--- config.mk ---
export PLATFORM = sky130hd
export DESIGN_NAME = utf8_stream_decoder_core
export DESIGN_NICKNAME = d
export VERILOG_FILES = /design/src/sv/u8d_pkg.sv /design/src/sv/u8d_decode.sv /design/src/sv/utf8_stream_decoder_core.sv
export SDC_FILE = /design/constraint.sdc
export NUM_CORES = 1
export LEC_CHECK = 0
export BUFFER_PORTS_ARGS = -buffer_cell sky130_fd_sc_hd__buf_2
export CAP_MARGIN = 20
export CORE_MARGIN = 10
export CORE_UTILIZATION = 60
export DETAILED_ROUTE_END_ITERATION = 12
export HOLD_SLACK_MARGIN = 0.08
export PLACE_DENSITY = 0.84
export SLEW_MARGIN = 20
export SYNTH_ARGS = -nofsm -noshare
export SYNTH_HDL_FRONTEND = slang
export SYNTH_SLANG_ARGS = --single-unit
--- constraint.sdc ---
create_clock -name clk -period 4.88 [get_ports clk]
set_input_delay 1.464 -clock clk [delete_from_list [all_inputs] [get_ports clk]]
set_output_delay 1.464 -clock clk [all_outputs]
set_load 0.1 [all_outputs]
--- src/sv/u8d_pkg.sv ---
`default_nettype none
package u8d_pkg;

  localparam int INDEX_WIDTH_DEFAULT = 32;
  localparam int CP_WIDTH = 21;
  localparam int IDX_OUT_WIDTH = 32;

  localparam logic [7:0] LEAD1_MASK = 8'h7F;
  localparam logic [7:0] LEAD2_MASK = 8'h1F;
  localparam logic [7:0] LEAD3_MASK = 8'h0F;
  localparam logic [7:0] LEAD4_MASK = 8'h07;
  localparam logic [7:0] LEAD1_PAT  = 8'h00;
  localparam logic [7:0] LEAD2_PAT  = 8'hC0;
  localparam logic [7:0] LEAD3_PAT  = 8'hE0;
  localparam logic [7:0] LEAD4_PAT  = 8'hF0;
  localparam logic [1:0] CONT_TAG   = 2'b10;
  localparam logic [7:0] CONT_MASK  = 8'h3F;

  typedef struct packed {
    logic [7:0] stream_byte;
    logic       end_of_stream;
  } in_t;

  typedef struct packed {
    logic [CP_WIDTH-1:0]      code_point;
    logic [2:0]               unit_count;
    logic                     invalid;
    logic [IDX_OUT_WIDTH-1:0] point_index;
    logic                     last_of_run;
  } out_t;

  // results caused by one byte: a run of invalid zeros, then an optional tail result
  typedef struct packed {
    logic [2:0]          inv_count;
    logic                tail_valid;
    logic [CP_WIDTH-1:0] tail_cp;
    logic [2:0]          tail_units;
    logic                tail_invalid;
  } run_t;

endpackage
`default_nettype wire

--- src/sv/u8d_decode.sv ---
`default_nettype none
module u8d_decode
  import u8d_pkg::*;
(
  input  wire logic clk,
  input  wire logic rst,
  input  wire logic advance,
  input  wire in_t  item,
  output run_t      run
);

  logic [2:0]          expected_length, expected_length_next;
  logic [1:0]          bytes_taken, bytes_taken_next;
  logic [CP_WIDTH-1:0] partial_value, partial_value_next;

  logic [7:0]          b;
  logic                pend;
  logic                cont;
  logic [2:0]          taken_inc;
  logic [CP_WIDTH-1:0] pv_shift;
  logic [2:0]          lead_len;
  logic [7:0]          lead_bits;

  assign b         = item.stream_byte;
  assign pend      = (expected_length != 3'd0);
  assign cont      = (b[7:6] == CONT_TAG);
  assign taken_inc = {1'b0, bytes_taken} + 3'd1;
  assign pv_shift  = {partial_value[CP_WIDTH-7:0], b[5:0]};

  always_comb begin
    if ((b & ~LEAD1_MASK) == LEAD1_PAT) begin
      lead_len  = 3'd1;
      lead_bits = b & LEAD1_MASK;
    end else if ((b & ~LEAD2_MASK) == LEAD2_PAT) begin
      lead_len  = 3'd2;
      lead_bits = b & LEAD2_MASK;
    end else if ((b & ~LEAD3_MASK) == LEAD3_PAT) begin
      lead_len  = 3'd3;
      lead_bits = b & LEAD3_MASK;
    end else if ((b & ~LEAD4_MASK) == LEAD4_PAT) begin
      lead_len  = 3'd4;
      lead_bits = b & LEAD4_MASK;
    end else begin
      lead_len  = 3'd0;
      lead_bits = 8'h00;
    end
  end

  always_comb begin
    run                  = '0;
    expected_length_next = expected_length;
    bytes_taken_next     = bytes_taken;
    partial_value_next   = partial_value;
    if (pend && cont) begin
      if (taken_inc >= expected_length) begin
        run.tail_valid       = 1'b1;
        run.tail_cp          = pv_shift;
        run.tail_units       = expected_length;
        expected_length_next = 3'd0;
        bytes_taken_next     = 2'd0;
        partial_value_next   = '0;
      end else if (item.end_of_stream) begin
        run.inv_count        = taken_inc;
        expected_length_next = 3'd0;
        bytes_taken_next     = 2'd0;
        partial_value_next   = '0;
      end else begin
        bytes_taken_next   = taken_inc[1:0];
        partial_value_next = pv_shift;
      end
    end else begin
      // broken sequence flushes the taken bytes first
      run.inv_count        = pend ? {1'b0, bytes_taken} : 3'd0;
      expected_length_next = 3'd0;
      bytes_taken_next     = 2'd0;
      partial_value_next   = '0;
      case (lead_len)
        3'd1: begin
          run.tail_valid = 1'b1;
          run.tail_cp    = CP_WIDTH'(b);
          run.tail_units = 3'd1;
        end
        3'd0: begin
          run.tail_valid   = 1'b1;
          run.tail_units   = 3'd1;
          run.tail_invalid = 1'b1;
        end
        default: begin
          if (item.end_of_stream) begin
            run.inv_count = run.inv_count + 3'd1;
          end else begin
            expected_length_next = lead_len;
            bytes_taken_next     = 2'd1;
            partial_value_next   = CP_WIDTH'(lead_bits);
          end
        end
      endcase
    end
  end

  always_ff @(posedge clk) begin
    if (rst) begin
      expected_length <= 3'd0;
      bytes_taken     <= 2'd0;
      partial_value   <= '0;
    end else if (advance) begin
      expected_length <= expected_length_next;
      bytes_taken     <= bytes_taken_next;
      partial_value   <= partial_value_next;
    end
  end

endmodule
`default_nettype wire

--- src/sv/utf8_stream_decoder_core.sv ---
`default_nettype none
// path: an input byte is held in the hold stage, then in the results stage
// throughput: one byte per cycle without out_stall; a byte that causes n
// results (up to 4) holds its results stage, one result transfer per cycle
// reset: rst clears the pending sequence, the result index and both stages
module utf8_stream_decoder_core
  import u8d_pkg::*;
#(
  parameter int INDEX_WIDTH = INDEX_WIDTH_DEFAULT
) (
  input  wire logic clk,
  input  wire logic rst,
  input  wire logic in_valid,
  output logic      in_stall,
  input  wire in_t  in_data,
  output logic      out_valid,
  input  wire logic out_stall,
  output out_t      out_data
);

  logic                   hold_valid;
  in_t                    hold;
  run_t                   run_new;
  logic                   run_busy;
  logic [2:0]             inv_left;
  logic                   tail_pending;
  run_t                   run_reg;
  logic                   out_last;
  logic                   out_xfer;
  logic                   run_free;
  logic                   advance;
  logic                   in_xfer;
  logic                   new_has_result;
  logic [INDEX_WIDTH-1:0] result_counter;
  logic [IDX_OUT_WIDTH-1:0] index_out;

  u8d_decode u_decode (
    .clk     (clk),
    .rst     (rst),
    .advance (advance),
    .item    (hold),
    .run     (run_new)
  );

  assign run_busy       = (inv_left != 3'd0) || tail_pending;
  assign out_last       = (inv_left == 3'd1 && !tail_pending) || (inv_left == 3'd0);
  assign out_xfer       = run_busy && !out_stall;
  assign run_free       = !run_busy || (out_xfer && out_last);
  assign advance        = hold_valid && run_free;
  assign in_stall       = hold_valid && !run_free;
  assign in_xfer        = in_valid && !in_stall;
  assign new_has_result = (run_new.inv_count != 3'd0) || run_new.tail_valid;

  always_ff @(posedge clk) begin
    if (rst) begin
      hold_valid <= 1'b0;
    end else if (in_xfer) begin
      hold_valid <= 1'b1;
    end else if (advance) begin
      hold_valid <= 1'b0;
    end
  end

  always_ff @(posedge clk) begin
    if (in_xfer) begin
      hold <= in_data;
    end
  end

  always_ff @(posedge clk) begin
    if (rst) begin
      inv_left     <= 3'd0;
      tail_pending <= 1'b0;
    end else if (advance) begin
      inv_left     <= new_has_result ? run_new.inv_count : 3'd0;
      tail_pending <= run_new.tail_valid;
    end else if (out_xfer) begin
      if (inv_left != 3'd0) begin
        inv_left <= inv_left - 3'd1;
      end else begin
        tail_pending <= 1'b0;
      end
    end
  end

  always_ff @(posedge clk) begin
    if (advance) begin
      run_reg <= run_new;
    end
  end

  always_ff @(posedge clk) begin
    if (rst) begin
      result_counter <= '0;
    end else if (out_xfer) begin
      result_counter <= result_counter + INDEX_WIDTH'(1);
    end
  end

  generate
    if (INDEX_WIDTH >= IDX_OUT_WIDTH) begin : g_idx_trunc
      assign index_out = result_counter[IDX_OUT_WIDTH-1:0];
    end else begin : g_idx_ext
      assign index_out = {{(IDX_OUT_WIDTH-INDEX_WIDTH){1'b0}}, result_counter};
    end
  endgenerate

  always_comb begin
    out_valid            = run_busy;
    out_data.point_index = index_out;
    out_data.last_of_run = out_last;
    if (inv_left != 3'd0) begin
      out_data.code_point = '0;
      out_data.unit_count = 3'd1;
      out_data.invalid    = 1'b1;
    end else begin
      out_data.code_point = run_reg.tail_cp;
      out_data.unit_count = run_reg.tail_units;
      out_data.invalid    = run_reg.tail_invalid;
    end
  end

endmodule
`default_nettype wire

== Word level (Yosys, flattened, before mapping) ==
Index checks and enable logic that the tools add are counted.

* Flip-flop bits (word level): 91
* Bits of input ports: 13
* Word-level logic and storage cells: 98

* Add/subtract/negate cells: 4
* Magnitude comparators: 1
* Equality and inequality tests: 8
* Mux-type cells: 44
* Reductions and logical operators: 29

{| class="wikitable"
|+ Operator list
! kind !! number
|-
| 2-to-1 mux 3 bit || 18
|-
| 2-to-1 mux 25 bit || 2
|-
| 2-to-1 mux 8 bit || 6
|-
| 2-to-1 mux 15 bit || 3
|-
| adder 32 x 1 -> 32 bit, second input constant || 1
|-
| 2-to-1 mux 28 bit || 1
|-
| 2-to-1 mux 2 bit || 5
|-
| 2-to-1 mux 1 bit || 9
|-
| nonzero test 3 bit || 3
|-
| zero test 8 bit || 1
|-
| logical AND 1 bit || 7
|-
| == test 3 x 1 -> 1 bit, second input constant || 2
|-
| zero test 3 bit || 2
|-
| AND reduction 2 bit || 3
|-
| nonzero test 2 bit || 3
|-
| == test 5 bit, second input constant || 1
|-
| zero test 1 bit || 5
|-
| == test 4 bit, second input constant || 1
|-
| logical OR 1 bit || 4
|-
| adder 2 x 1 -> 3 bit, second input constant || 1
|-
| adder 3 x 1 -> 3 bit, second input constant || 1
|-
| == test 3 bit, second input constant || 1
|-
| greater-or-equal comparator 3 bit || 1
|-
| != test 3 bit, second input constant || 1
|-
| 4 further kinds || 4
|}

== Logic depth before layout (Yosys ltp) ==
* Depth after elaboration: 13
* Gate-level depth with buffers: 9
* Mapped depth without buffers: 8

== By module ==
From an unflattened synthesis, not the netlist that was laid out.

* Cell total of the unflattened synthesis: 415
* Area, all modules: 4270.3 um2

{| class="wikitable"
|+ Modules (own cells, without submodules)
! module !! times used !! cells an instance !! area an instance (um2)
|-
| utf8_stream_decoder_core || 1 || 269 || 2995.4
|-
| u8d_decode || 1 || 146 || 1275.0
|}

== Worst setup path before layout ==
Ideal clock, no wire load.

* Path kind: input -> output
* From: input port out_stall
* To: output port in_stall
* Arrival: 2510 ps
* Data required time: 3416 ps
* Setup slack: 906 ps
* Cell stages on the path: 4
* Buffers on the path: 1
* Cell sequence: buf_2 -> nand2_1 -> a21bo_2 -> inv_1

* Cells in the longest elaborated chain, start to end: 6

{| class="wikitable"
|+ RTL lines
! what !! line !! source
|-
| start, declared || utf8_stream_decoder_core.sv:17 || <nowiki>input wire logic out_stall,</nowiki>
|-
| zero test 1 bit || utf8_stream_decoder_core.sv:47 || <nowiki>assign out_xfer = run_busy && !out_stall;</nowiki>
|-
| logical AND 1 bit || utf8_stream_decoder_core.sv:47 ||
|-
| logical AND 1 bit || utf8_stream_decoder_core.sv:48 || <nowiki>assign run_free = !run_busy || (out_xfer && out_last);</nowiki>
|-
| logical OR 1 bit || utf8_stream_decoder_core.sv:48 ||
|-
| zero test 1 bit || utf8_stream_decoder_core.sv:50 || <nowiki>assign in_stall = hold_valid && !run_free;</nowiki>
|-
| logical AND 1 bit || utf8_stream_decoder_core.sv:50 ||
|-
| end, declared || utf8_stream_decoder_core.sv:14 || <nowiki>output logic in_stall,</nowiki>
|}

Every way passes these cells.

== Worst setup path in the final report ==
Ends and elaborated chain as after synthesis.

==> flow_metrics.tcl <==
set metrics [dict create \
    overflow 0 \
    ios 73 \
    yosysUniqueCellTypes 49 \
    path_common_cell "buf_2" \
    synth_edf_count 34 \
    wl_per_cell_um 15.3 \
    synthCells 441 \
    drv_slew 0 \
    worstSetupStartpointType "input pin" \
    hold_violations 0 \
    portBuffers 72 \
    final_antenna_net_count 0 \
    grt_pass1_vias 3266 \
    yosysSeqAreaShare 0.507 \
    fill_cells 543 \
    finalNetCount 525 \
    instances_no_fill 604 \
    rr_worst_depth 7 \
    rsz0062_at_grt "false" \
    status "finished, final reports clean" \
    path_cells "buf_2 > nand2_1 > a21bo_2 > inv_1 > buf_2" \
    worstSetupEndpointType "primary output" \
    clockBufferDepth 2 \
    setup_ws_ns 0.993 \
    max_freq_mhz 257 \
    cts-buffers-inserted 9 \
    synth_nets 463 \
    ys_ff_latch 91 \
    drive_gt1_frac 0.209 \
    wirelength_um 9240 \
    worst-setup-path-type "in2out" \
    grt_pass1_wl_um 15900 \
    post-cts-setup-buffers 0 \
    critPathArrivalTime_ns 2.42 \
    cts-resized-gates 0 \
    relSlewSlack 0.436 \
    cts_tree "done" \
    start_util 0.621 \
    antenna_cells 0 \
    rows 30 \
    largest_reg_flops 32 \
    avgSynthCellArea_um2 9.67 \
    cp_slowest_cell "buf_2" \
    drt_iter0_markers 205 \
    clockRootBuffer "clkbuf_8" \
    die_width_um 104 \
    cts_max_level 3 \
    drc_errors 0 \
    core_area_um2 6870 \
    syn_area_um2 4270 \
    peakVddDrop_mv 0.477 \
    grt_max_degree 47 \
    tns_ns 0 \
    hpwl_um 6560 \
    async_reset_ff_frac 0 \
    cts_hold_buf 0 \
    cp_slowest_stage_delay_ns 0.42 \
    area_growth_pct 13.1 \
    setup_viol 0 \
    globalplace.congestion 0.877 \
    die_area_um2 10900 \
    worstMarginPinSlew_ns 0.845 \
    period_needed_ns 3.89 \
    clock_latency_ns 0.36 \
    maxCapViolations 0 \
    vias 3387 \
    p_leak_uw 0.00195 \
    dp.cells 588 \
    final.setup_skew_ns 0.0110 \
    cts.reportedPaths.clkPinSlew_ns 0.08 \
    utilization 0.702 \
    antenna_found_initial 0 \
    holdPathStages 2 \
    die_h_um 104 \
    track_usage 0.172 \
    numClockSinks 91 \
    hp-class "reg2reg" \
    vias_per_cell 5.61 \
    crit_required_ns 3.42 \
    yosys_warnings 0 \
    post-route-period-util 0.797 \
    crit_path_max_fanout 12 \
    dp_slack_ns 0.999 \
    synth_ff_type "dfxtp_1" \
    powerDensity_nw_per_um2 571 \
    drt_first_pass_iters 4 \
]
## cells in the final DEF, fill, tap and decap left out, types with 4 or more instances in the layout
cell type / Yosys / routed
nor4_1: 7 / 7
o21ai_0: 11 / 11
and2_1: 34 / 34
nor4_2: 7 / 7
dfxtp_1: 57 / 57
inv_1: 12 / 12
nand4_1: 10 / 10
and3_1: 23 / 23
buf_4: 1 / 4
xnor2_1: 20 / 20
nand2_1: 50 / 50
nor2_1: 44 / 44
xor2_1: 10 / 10
a21oi_1: 28 / 28
and4_1: 6 / 6
nand3_1: 11 / 11
buf_2: 6 / 72
nand2b_1: 4 / 4
edfxtp_1: 34 / 34
ha_1: 9 / 9
clkbuf_8: 0 / 10
## stage by stage
stage	hold slack [ns]	instance area [µm²]	power [µW]
after floorplan	0.430	4270	2130
after global placement	0.438	4650	2310
after detailed placement	0.443	4650	2330
after CTS	0.455	4820	2780
after global routing	0.470	4820	2880
final	0.457	4820	2760
## layout make-up
| class | count | area (µm²) | area share |
|---|---|---|---|
| tap | 96 | 120 | 0.0249 |
| clock inverter | 5 | 28.8 | 0.00596 |
| timing repair buffer | 76 | 390 | 0.0809 |
| clock buffer | 11 | 141 | 0.0293 |
| sequential | 91 | 2160 | 0.448 |
| multi-input combinational | 313 | 1940 | 0.401 |
| inverter | 12 | 45.0 | 0.00934 |
## worst max-delay path: cells and delay by family
| kind | cells | cell delay (ns) |
|---|---|---|
| buffers and inverters | 3 | 0.67 |
| AO/OA/AOI/OAI | 1 | 0.22 |
| AND/OR/NAND/NOR | 1 | 0.07 |
## Yosys cell counts (2+ instances only)
library cell | n | share of area
buf_2 | 6 | 0.0070
clkbuf_1 | 15 | 0.013
o2111ai_1 | 3 | 0.0062
a211oi_1 | 2 | 0.0035
buf_6 | 2 | 0.0053
or3_1 | 3 | 0.0044
nor4_1 | 7 | 0.010
xnor2_1 | 20 | 0.041
a21oi_1 | 28 | 0.033
and4_1 | 6 | 0.012
or2_2 | 2 | 0.0029
o21ai_0 | 11 | 0.013
and3_1 | 23 | 0.034
ha_1 | 9 | 0.026
a32o_1 | 2 | 0.0047
nor3_1 | 2 | 0.0023
nand2b_1 | 4 | 0.0059
nand4_1 | 10 | 0.015
dfxtp_1 | 57 | 0.27
nor2b_1 | 3 | 0.0044
nand2_1 | 50 | 0.044
inv_1 | 12 | 0.011
nor4_2 | 7 | 0.021
nor2_1 | 44 | 0.039
nor3b_1 | 2 | 0.0035
xor2_1 | 10 | 0.021
and2_1 | 34 | 0.050
edfxtp_1 | 34 | 0.24
a22o_1 | 3 | 0.0062
nand3_1 | 11 | 0.013
## per-layer routing
layer,up-vias,track usage,wire length [µm]
li1,1660,-,-
met1,1618,0.205,3830
met2,93,0.285,4710
met3,16,0.0477,532
met4,0,0.0676,170
met5,-,0,0
## power breakdown
part | leakage (µW) | switching (µW) | total, µW | internal [µW]
sequential | 0.000784 | 45.4 | 926 | 881
combinational | 0.00108 | 1150 | 1380 | 228
clock | 0.0000844 | 252 | 448 | 196
## final timing paths
check                                               start                                       to  slack [ns]
setup reg to reg                 inv_left[0]$_SDFFE_PP0P_                run_reg[24]$_SDFFCE_PN0P_        2.44
hold / removal    u_decode.partial_value[12]$_SDFFE_PP0P_  u_decode.partial_value[12]$_SDFFE_PP0P_        0.46
setup / recovery                                out_stall                                 in_stall        0.99
hold reg to reg   u_decode.partial_value[12]$_SDFFE_PP0P_  u_decode.partial_value[12]$_SDFFE_PP0P_        0.46
## kinds of logic (layout without fill, tap and decap cells)
logic type / Yosys count / count (layout) / synth area share
buffers and inverters: 37 / 104 / 0.0390
adders and majority gates: 9 / 9 / 0.0264
AOI/OAI and AO/OA: 57 / 57 / 0.0816
DFF: 91 / 91 / 0.507
muxes: 1 / 1 / 0.00264
xor gates and xnor gates: 30 / 30 / 0.0616
and+or+nand+nor: 216 / 216 / 0.282
No activity file was read; power rests on OpenSTA's default activity.
